===== src/design/bolel_pkg.sv =====
// shared constants, codes and cell control types for the ordered list engine
package bolel_pkg;

  localparam int unsigned CAPACITY_DEFAULT    = 32;
  localparam int unsigned VALUE_WIDTH_DEFAULT = 32;

  localparam int unsigned OP_W     = 3;
  localparam int unsigned DATA_W   = 32;
  localparam int unsigned POS_W    = 6;
  localparam int unsigned STATUS_W = 3;
  localparam int unsigned COUNT_W  = 6;

  typedef enum logic [OP_W-1:0] {
    OP_PUSH_FRONT = 3'd0,
    OP_PUSH_BACK  = 3'd1,
    OP_INSERT     = 3'd2,
    OP_POP_FRONT  = 3'd3,
    OP_POP_BACK   = 3'd4,
    OP_REMOVE     = 3'd5
  } op_e;

  typedef enum logic [STATUS_W-1:0] {
    ST_DONE      = 3'd0,
    ST_EMPTY     = 3'd1,
    ST_BAD_POS   = 3'd2,
    ST_NOT_FOUND = 3'd3,
    ST_FULL      = 3'd4
  } status_e;

  typedef enum logic [1:0] {
    CELL_HOLD,
    CELL_LOAD,
    CELL_FROM_LEFT,
    CELL_FROM_RIGHT
  } cell_op_e;

  typedef struct packed {
    cell_op_e op;
    logic     in_use;
  } cell_ctrl_t;

endpackage


===== src/design/bolel_if.sv =====
// request and response channel interfaces of the ordered list engine
interface bolel_req_if import bolel_pkg::*; ();
  logic                     valid;
  logic                     ready;
  logic [OP_W-1:0]          operation;
  logic signed [DATA_W-1:0] value;
  logic [POS_W-1:0]         position;

  modport source (output valid, output operation, output value, output position,
                  input ready);
  modport sink (input valid, input operation, input value, input position,
                output ready);
endinterface

interface bolel_rsp_if import bolel_pkg::*; ();
  logic                     valid;
  logic                     ready;
  logic [STATUS_W-1:0]      status;
  logic signed [DATA_W-1:0] removed_value;
  logic [COUNT_W-1:0]       entry_count;

  modport source (output valid, output status, output removed_value, output entry_count,
                  input ready);
  modport sink (input valid, input status, input removed_value, input entry_count,
                output ready);
endinterface


===== src/design/bolel_cell.sv =====
// one storage cell of the list: holds, loads, or takes a neighbor's entry
module bolel_cell import bolel_pkg::*; #(
  parameter int unsigned VALUE_WIDTH = VALUE_WIDTH_DEFAULT
) (
  input  logic                   clk_i,
  input  cell_ctrl_t             ctrl_i,
  input  logic [VALUE_WIDTH-1:0] load_value_i,
  input  logic [VALUE_WIDTH-1:0] left_value_i,
  input  logic [VALUE_WIDTH-1:0] right_value_i,
  output logic [VALUE_WIDTH-1:0] value_o,
  output logic                   match_o
);

  logic [VALUE_WIDTH-1:0] value_q, value_d;

  always_comb begin
    unique case (ctrl_i.op)
      CELL_HOLD:       value_d = value_q;
      CELL_LOAD:       value_d = load_value_i;
      CELL_FROM_LEFT:  value_d = left_value_i;
      CELL_FROM_RIGHT: value_d = right_value_i;
      default:         value_d = value_q;
    endcase
  end

  always_ff @(posedge clk_i) begin
    value_q <= value_d;
  end

  assign value_o = value_q;
  // only entries below the count take part in a search
  assign match_o = ctrl_i.in_use && (value_q == load_value_i);

endmodule


===== src/design/bolel_find.sv =====
// first-match search: marks every cell at or after the frontmost hit
module bolel_find import bolel_pkg::*; #(
  parameter int unsigned CAPACITY = CAPACITY_DEFAULT
) (
  input  logic [CAPACITY-1:0] match_i,
  output logic [CAPACITY-1:0] upto_o,
  output logic                found_o
);

  localparam int unsigned LEVELS = $clog2(CAPACITY);

  logic [CAPACITY-1:0] lvl [LEVELS+1];

  assign lvl[0] = match_i;

  // log-depth prefix or, each level spans twice the distance
  for (genvar k = 0; k < LEVELS; k++) begin : g_level
    for (genvar i = 0; i < CAPACITY; i++) begin : g_bit
      if (i >= (1 << k)) begin : g_merge
        assign lvl[k+1][i] = lvl[k][i] | lvl[k][i-(1<<k)];
      end else begin : g_pass
        assign lvl[k+1][i] = lvl[k][i];
      end
    end
  end

  assign upto_o  = lvl[LEVELS];
  assign found_o = lvl[LEVELS][CAPACITY-1];

endmodule


===== src/design/bounded_ordered_list_engine.sv =====
// top level of the bounded ordered list engine
//
// usage:
//   req_i carries one request per handshake (valid and ready high at a
//   rising edge): an operation code, a value and an insert position.
//   rsp_o returns exactly one response per request: status, the value
//   taken by a pop, and the entry count after the operation.
//   the list lives in a row of CAPACITY cells; every cell decides in the
//   accept cycle whether it holds, loads the new value or takes its left
//   or right neighbor, so each request completes in the cycle it is taken.
//   the response is registered and is valid in the cycle after the request is accepted.
//   throughput: one request per cycle while responses are taken, set by the
//   single update of the cell row plus the first-match search in that cycle.
//   the response sits in an output register; req_i stays ready while that
//   register is empty or is being drained, so a stalled receiver holds the
//   response and blocks new requests until it takes it.
//   reset clears the count and the response valid; cell contents are not
//   cleared and are only ever read below the count.
module bounded_ordered_list_engine import bolel_pkg::*; #(
  parameter int unsigned CAPACITY    = CAPACITY_DEFAULT,
  parameter int unsigned VALUE_WIDTH = VALUE_WIDTH_DEFAULT
) (
  input  logic         clk_i,
  input  logic         rst_ni,
  bolel_req_if.sink    req_i,
  bolel_rsp_if.source  rsp_o
);

  localparam int unsigned CNT_W = $clog2(CAPACITY + 1);
  localparam int unsigned IDX_W = $clog2(CAPACITY);
  localparam int unsigned CMP_W = (CNT_W > POS_W) ? CNT_W : POS_W;

  logic [CNT_W-1:0]       count_q, count_d;
  logic                   out_valid_q;
  status_e                status_q, status_d;
  logic [DATA_W-1:0]      removed_q, removed_d;
  logic [COUNT_W-1:0]     out_count_q;

  logic                   req_fire;
  logic [VALUE_WIDTH-1:0] in_value;
  logic [CMP_W-1:0]       count_ext;
  logic [CMP_W-1:0]       ins_idx;
  logic                   ins_bad;
  logic                   is_full;
  logic                   is_empty;
  logic [IDX_W-1:0]       tail_idx;
  logic                   do_insert;
  logic                   do_pop_front;
  logic                   do_remove;

  logic [VALUE_WIDTH-1:0] cell_val [CAPACITY];
  logic [CAPACITY-1:0]    cell_match;
  logic [CAPACITY-1:0]    match_upto;
  logic                   found;

  assign req_i.ready = !out_valid_q || rsp_o.ready;
  assign req_fire    = req_i.valid && req_i.ready;

  // sign-extend or truncate the request value to the cell width
  assign in_value  = VALUE_WIDTH'(req_i.value);
  assign count_ext = CMP_W'(count_q);
  assign is_full   = (count_q == CNT_W'(CAPACITY));
  assign is_empty  = (count_q == '0);
  assign tail_idx  = IDX_W'(count_q - 1'b1);

  always_comb begin
    unique case (req_i.operation) inside
      OP_PUSH_FRONT: ins_idx = '0;
      OP_PUSH_BACK:  ins_idx = count_ext;
      default:       ins_idx = CMP_W'(req_i.position);
    endcase
  end

  assign ins_bad = (ins_idx > count_ext);

  always_comb begin
    do_insert    = 1'b0;
    do_pop_front = 1'b0;
    do_remove    = 1'b0;
    status_d     = ST_DONE;
    removed_d    = '0;
    count_d      = count_q;
    unique case (req_i.operation) inside
      OP_PUSH_FRONT, OP_PUSH_BACK, OP_INSERT: begin
        // position check wins over the full check
        if (ins_bad) begin
          status_d = ST_BAD_POS;
        end else if (is_full) begin
          status_d = ST_FULL;
        end else begin
          do_insert = 1'b1;
          count_d   = count_q + 1'b1;
        end
      end
      OP_POP_FRONT: begin
        if (is_empty) begin
          status_d = ST_EMPTY;
        end else begin
          do_pop_front = 1'b1;
          removed_d    = DATA_W'(cell_val[0]);
          count_d      = count_q - 1'b1;
        end
      end
      OP_POP_BACK: begin
        if (is_empty) begin
          status_d = ST_EMPTY;
        end else begin
          removed_d = DATA_W'(cell_val[tail_idx]);
          count_d   = count_q - 1'b1;
        end
      end
      OP_REMOVE: begin
        if (found) begin
          do_remove = 1'b1;
          count_d   = count_q - 1'b1;
        end else begin
          status_d = ST_NOT_FOUND;
        end
      end
      default: begin
      end
    endcase
  end

  for (genvar i = 0; i < CAPACITY; i++) begin : g_cell
    localparam logic [CMP_W-1:0] CellIdx = CMP_W'(i);

    cell_ctrl_t             ctrl;
    logic [VALUE_WIDTH-1:0] left_val;
    logic [VALUE_WIDTH-1:0] right_val;

    if (i == 0) begin : g_first
      assign left_val = '0;
    end else begin : g_left
      assign left_val = cell_val[i-1];
    end

    if (i == CAPACITY - 1) begin : g_last
      assign right_val = '0;
    end else begin : g_right
      assign right_val = cell_val[i+1];
    end

    always_comb begin
      ctrl.in_use = (CellIdx < count_ext);
      ctrl.op     = CELL_HOLD;
      if (req_fire) begin
        if (do_insert) begin
          if (CellIdx == ins_idx) begin
            ctrl.op = CELL_LOAD;
          end else if (CellIdx > ins_idx) begin
            ctrl.op = CELL_FROM_LEFT;
          end
        end else if (do_pop_front) begin
          ctrl.op = CELL_FROM_RIGHT;
        end else if (do_remove && match_upto[i]) begin
          // close the gap from the first hit onward
          ctrl.op = CELL_FROM_RIGHT;
        end
      end
    end

    bolel_cell #(
      .VALUE_WIDTH (VALUE_WIDTH)
    ) u_cell (
      .clk_i         (clk_i),
      .ctrl_i        (ctrl),
      .load_value_i  (in_value),
      .left_value_i  (left_val),
      .right_value_i (right_val),
      .value_o       (cell_val[i]),
      .match_o       (cell_match[i])
    );
  end

  bolel_find #(
    .CAPACITY (CAPACITY)
  ) u_find (
    .match_i (cell_match),
    .upto_o  (match_upto),
    .found_o (found)
  );

  always_ff @(posedge clk_i or negedge rst_ni) begin
    if (!rst_ni) begin
      count_q     <= '0;
      out_valid_q <= 1'b0;
    end else begin
      if (req_fire) begin
        count_q     <= count_d;
        out_valid_q <= 1'b1;
      end else if (rsp_o.ready) begin
        out_valid_q <= 1'b0;
      end
    end
  end

  always_ff @(posedge clk_i) begin
    if (req_fire) begin
      status_q    <= status_d;
      removed_q   <= removed_d;
      out_count_q <= COUNT_W'(count_d);
    end
  end

  assign rsp_o.valid         = out_valid_q;
  assign rsp_o.status        = status_q;
  assign rsp_o.removed_value = removed_q;
  assign rsp_o.entry_count   = out_count_q;

endmodule


===== src/flat_wrapper.sv =====
// flat-port wrapper written by rule: the top's interface ports become plain ports
module bounded_ordered_list_engine_flat import bolel_pkg::*;
#(
  parameter int unsigned CAPACITY    = CAPACITY_DEFAULT,
  parameter int unsigned VALUE_WIDTH = VALUE_WIDTH_DEFAULT
)
  (clk_i, rst_ni, req_i_valid, req_i_operation, req_i_value, req_i_position, req_i_ready, rsp_o_valid, rsp_o_status, rsp_o_removed_value, rsp_o_entry_count, rsp_o_ready);
  bolel_req_if req_i_i ();
  bolel_rsp_if rsp_o_i ();
  input  logic clk_i;
  input  logic rst_ni;
  input wire logic [$bits(req_i_i.valid)-1:0] req_i_valid;
  input wire logic [$bits(req_i_i.operation)-1:0] req_i_operation;
  input wire logic [$bits(req_i_i.value)-1:0] req_i_value;
  input wire logic [$bits(req_i_i.position)-1:0] req_i_position;
  output wire logic [$bits(req_i_i.ready)-1:0] req_i_ready;
  output wire logic [$bits(rsp_o_i.valid)-1:0] rsp_o_valid;
  output wire logic [$bits(rsp_o_i.status)-1:0] rsp_o_status;
  output wire logic [$bits(rsp_o_i.removed_value)-1:0] rsp_o_removed_value;
  output wire logic [$bits(rsp_o_i.entry_count)-1:0] rsp_o_entry_count;
  input wire logic [$bits(rsp_o_i.ready)-1:0] rsp_o_ready;
  assign req_i_i.valid = req_i_valid;
  assign req_i_i.operation = req_i_operation;
  assign req_i_i.value = req_i_value;
  assign req_i_i.position = req_i_position;
  assign req_i_ready = req_i_i.ready;
  assign rsp_o_valid = rsp_o_i.valid;
  assign rsp_o_status = rsp_o_i.status;
  assign rsp_o_removed_value = rsp_o_i.removed_value;
  assign rsp_o_entry_count = rsp_o_i.entry_count;
  assign rsp_o_i.ready = rsp_o_ready;
  bounded_ordered_list_engine #(.CAPACITY(CAPACITY), .VALUE_WIDTH(VALUE_WIDTH)) u_core (.clk_i(clk_i), .rst_ni(rst_ni), .req_i(req_i_i), .rsp_o(rsp_o_i));
endmodule

===== config.mk =====
export PLATFORM = sky130hd
export DESIGN_NAME = bounded_ordered_list_engine_flat
export DESIGN_NICKNAME = d
export VERILOG_FILES = /design/src/design/bolel_pkg.sv /design/src/design/bolel_if.sv /design/src/design/bolel_cell.sv /design/src/design/bolel_find.sv /design/src/design/bounded_ordered_list_engine.sv /design/src/flat_wrapper.sv
export SDC_FILE = /design/constraint.sdc
export NUM_CORES = 2
export LEC_CHECK = 0
export BUFFER_PORTS_ARGS = -buffer_cell sky130_fd_sc_hd__buf_2
export CAP_MARGIN = 15
export CORE_MARGIN = 2
export CORE_UTILIZATION = 50
export CTS_BUF_LIST = sky130_fd_sc_hd__clkbuf_4 sky130_fd_sc_hd__clkbuf_8
export DETAILED_ROUTE_END_ITERATION = 7
export PLACE_DENSITY = 0.68
export SETUP_SLACK_MARGIN = 0.3
export SLEW_MARGIN = 15
export SYNTH_ARGS = -nofsm -noshare
export SYNTH_HDL_FRONTEND = slang
export SYNTH_SLANG_ARGS = --single-unit

===== constraint.sdc =====
create_clock -name clk_i -period 7.4 [get_ports clk_i]
set_input_delay 1.48 -clock clk_i [delete_from_list [all_inputs] [get_ports clk_i]]
set_output_delay 1.48 -clock clk_i [all_outputs]
set_load 0.01 [all_outputs]

==> impl_metrics.json <==
{
  "powerDensity_mw_per_mm2": 308,
  "max_stage_delay_ps": 990,
  "cts.clk_slew.worst_paths_ps": 70,
  "fin_crit_ps": 6590,
  "mostFrequentLayoutCells": "1377 x mux2i_1, 1065 x edfxtp_1, 527 x xor2_1",
  "ys_ff_latch": 1072,
  "synth.distinct_cells": 87,
  "fill_cells": 13100,
  "worstSetupStartpointType": "flip-flop",
  "ff2ff_path_depth": 13,
  "gr-total-overflow": 0,
  "drive_gt1_share_pct": 19.3,
  "synth_area_leaders": "edfxtp_1 41%, mux2i_1 18%, mux4_2 9.3%, xor2_1 5.9%, xnor2_1 5.6%",
  "arrival_ps": 7280,
  "rows": 144,
  "clk_latency_ps": 1030,
  "syn_inst": 6352,
  "cts_tree": "done",
  "leakage_nw": 30.2,
  "tightest_slew_ps": 1310,
  "synth_top_area_share_pct": 41.1,
  "antenna_found_initial": 54,
  "fin_cells": 8620,
  "syn-cell-area_mm2": 0.0779,
  "drv_slew": 0,
  "port_buffers": 87,
  "dp_cells": 8228,
  "grt_pass1_wl_um": 550000,
  "drc": 0,
  "maxCapViolations": 0,
  "cts_root_buffer": "clkbuf_8",
  "ir_worst_vdd_uv": 292,
  "cpMostUsedCell": "buf_4",
  "synth_largest_area_cell": "edfxtp_1",
  "cp-end-kind": "flip-flop",
  "multi_input_area_mm2": 0.0429,
  "synth-edff-count": 1065,
  "viasPerCell": 7.61,
  "placed_area_mm2": 0.0816,
  "crit_chain": "ha_2 > nor4_1 > or4_1 > nor3_1 > a311oi_1 > nand4_1 > buf_4 > nor2_1 > a21o_2 > buf_4 > or4_2 > buf_4 > mux2i_1",
  "cp_num_buf_inv": 3,
  "hold_path.class": "input port to async pin",
  "grt_pass1_vias": 60800,
  "ant_nets": 0,
  "cts.htree.levels": 4,
  "async_flop_share_pct": 0.653,
  "crit_type": "flip-flop to flip-flop",
  "synth-main-ff-cell": "edfxtp_1",
  "grt.total_usage_pct": 51.4,
  "cts_setup_buffers": 0,
  "slew_headroom_pct": 12.6,
  "dieArea_mm2": 0.159,
  "routedWlPerCell_um": 48.3,
  "first_iter_violations": 12200,
  "timing.fmax_ghz": 0.152,
  "ys_seq_area_share_pct": 41.3,
  "seqCellArea_mm2": 0.0322,
  "grt_start_max_net_pins": 98,
  "status": "complete, no violations",
  "synth.avg_cell_area_um2": 12.3,
  "cts.repair.resized": 0,
  "required_ps": 8090,
  "synth_nets": 6407,
  "rsz0062_at_grt": "no",
  "synthToLayoutAreaGrowth_pct": 10.0,
  "final_area_mm2": 0.0857,
  "fin_skew_ps": 82.2,
  "numCtsBuffers": 199,
  "setup_viol": 0,
  "crit_family": "simple AND/OR/NAND/NOR gates",
  "firstDrtPassIters": 8,
  "drt-total-wl_um": 417000,
  "die_y_um": 399,
  "die_w_um": 399,
  "start_util_pct": 50.4,
  "yosysWarnings": 0,
  "fp.coreArea_mm2": 0.154,
  "ios": 88,
  "fin_crit_sh_pct": 89.0,
  "gp_congestion": 1.08,
  "clk_path_buf_depth": 3,
  "routed-via-count": 65600,
  "cts.sink_count": 1072,
  "hold_violations": 0,
  "worstPathMaxFanout": 32,
  "cp.depth": 13,
  "cp_slowest_cell": "ha_2",
  "hpwl_um": 302000,
  "final_common_cell": "mux2i_1",
  "hold_buffers": 0,
  "finalNetCount": 6440
}
[kinds of logic (layout without fill, tap and decap cells)]
group                    count (synthesis)  after routing  share of synthesized area [%]
other                                    0             26                              0
AO/OA/AOI/OAI                          594            594                           6.00
flip-flops                            1072           1072                           41.3
XOR/XNOR                              1028           1028                           11.6
AND/OR/NAND/NOR                       1241           1241                           9.05
buffers and inverters                  677            875                           4.46
adder cells (fa/ha/maj)                 10             10                          0.161
multiplexers                          1730           1730                           27.4
[layout make-up]
| cell class | instances | area share, % |
|---|---|---|
| clock inverter | 98 | 0.857 |
| antenna | 26 | 0.0760 |
| inverter | 87 | 0.381 |
| clock buffer | 268 | 3.84 |
| timing repair buffer | 422 | 4.25 |
| multi-input combinational | 4603 | 50.1 |
| sequential | 1072 | 37.5 |
| tap | 2044 | 2.99 |
[per-layer routing]
layer | up-vias | wire length (um) | GRT usage [%]
met3 | 1466 | 62200 | 20.6
met1 | 33000 | 146000 | 63.8
li1 | 24700 | - | -
met2 | 6334 | 167000 | 70.9
met4 | 24 | 41200 | 39.7
met5 | - | 317 | 0.363
[sequential cells by signal, summed over array words and instances (netlist names)]
signal / cells
u_core.rsp_o.status: 3
u_core.rsp_o.removed_value: 32
u_core.count_ext: 6
u_core.rsp_o.entry_count: 6
u_core.g_cell.u_cell.value_o: 1024
u_core.rsp_o.valid: 1
[report_power, final]
group	internal, mW	switching [mW]
Sequential	6.99	0.437
Combinational	4.41	8.37
Clock	3.16	3.00
Total	14.6	11.8
[Yosys cell counts (35+ instances only)]
library cell and number:
a21oi_1 89, a221o_1 128, a221oi_1 35, and2_1 99, buf_2 120, buf_4 43, buf_6 82, clkbuf_1 321
edfxtp_1 1065, inv_1 80, mux2i_1 1377, mux4_2 320, nand2_1 158, nand2b_1 45, nand3_1 66, nand4_1 201
nor2_1 171, nor3_1 115, nor4_1 208, o21ai_0 91, o221a_1 43, o22ai_1 37, or2_2 41, xnor2_1 498
xor2_1 527
[metrics by stage]
step	hold WS (ps)	setup TNS (ps)	setup slack [ps]	util, %	total power [mW]
after floorplan	582	-66130	-277	-	13.9
after CTS	412	0	1230	55.4	25.4
after detailed placement	596	0	607	52.8	19.3
after global placement	559	0	687	52.8	19.3
final	458	0	812	55.5	26.4
after global routing	438	0	940	55.4	26.3
[path summary, 6_finish.rpt]
check	slack, ps	startpoint	endpoint
min reg2reg	610	u_core.rsp_o.valid$_DFFE_PN0P_	u_core.rsp_o.valid$_DFFE_PN0P_
min in group clk_i	610	u_core.rsp_o.valid$_DFFE_PN0P_	u_core.rsp_o.valid$_DFFE_PN0P_
max	810	u_core.count_ext[0]$_DFFE_PN0P_	u_core.g_cell[3].u_cell.value_o[4]$_DFFE_PP_
min	460	rst_ni	u_core.count_ext[3]$_DFFE_PN0P_
max reg2reg	810	u_core.count_ext[0]$_DFFE_PN0P_	u_core.g_cell[3].u_cell.value_o[4]$_DFFE_PP_
max in group asynchronous	6510	rst_ni	u_core.count_ext[0]$_DFFE_PN0P_
Power figures use the tool's default switching activity.
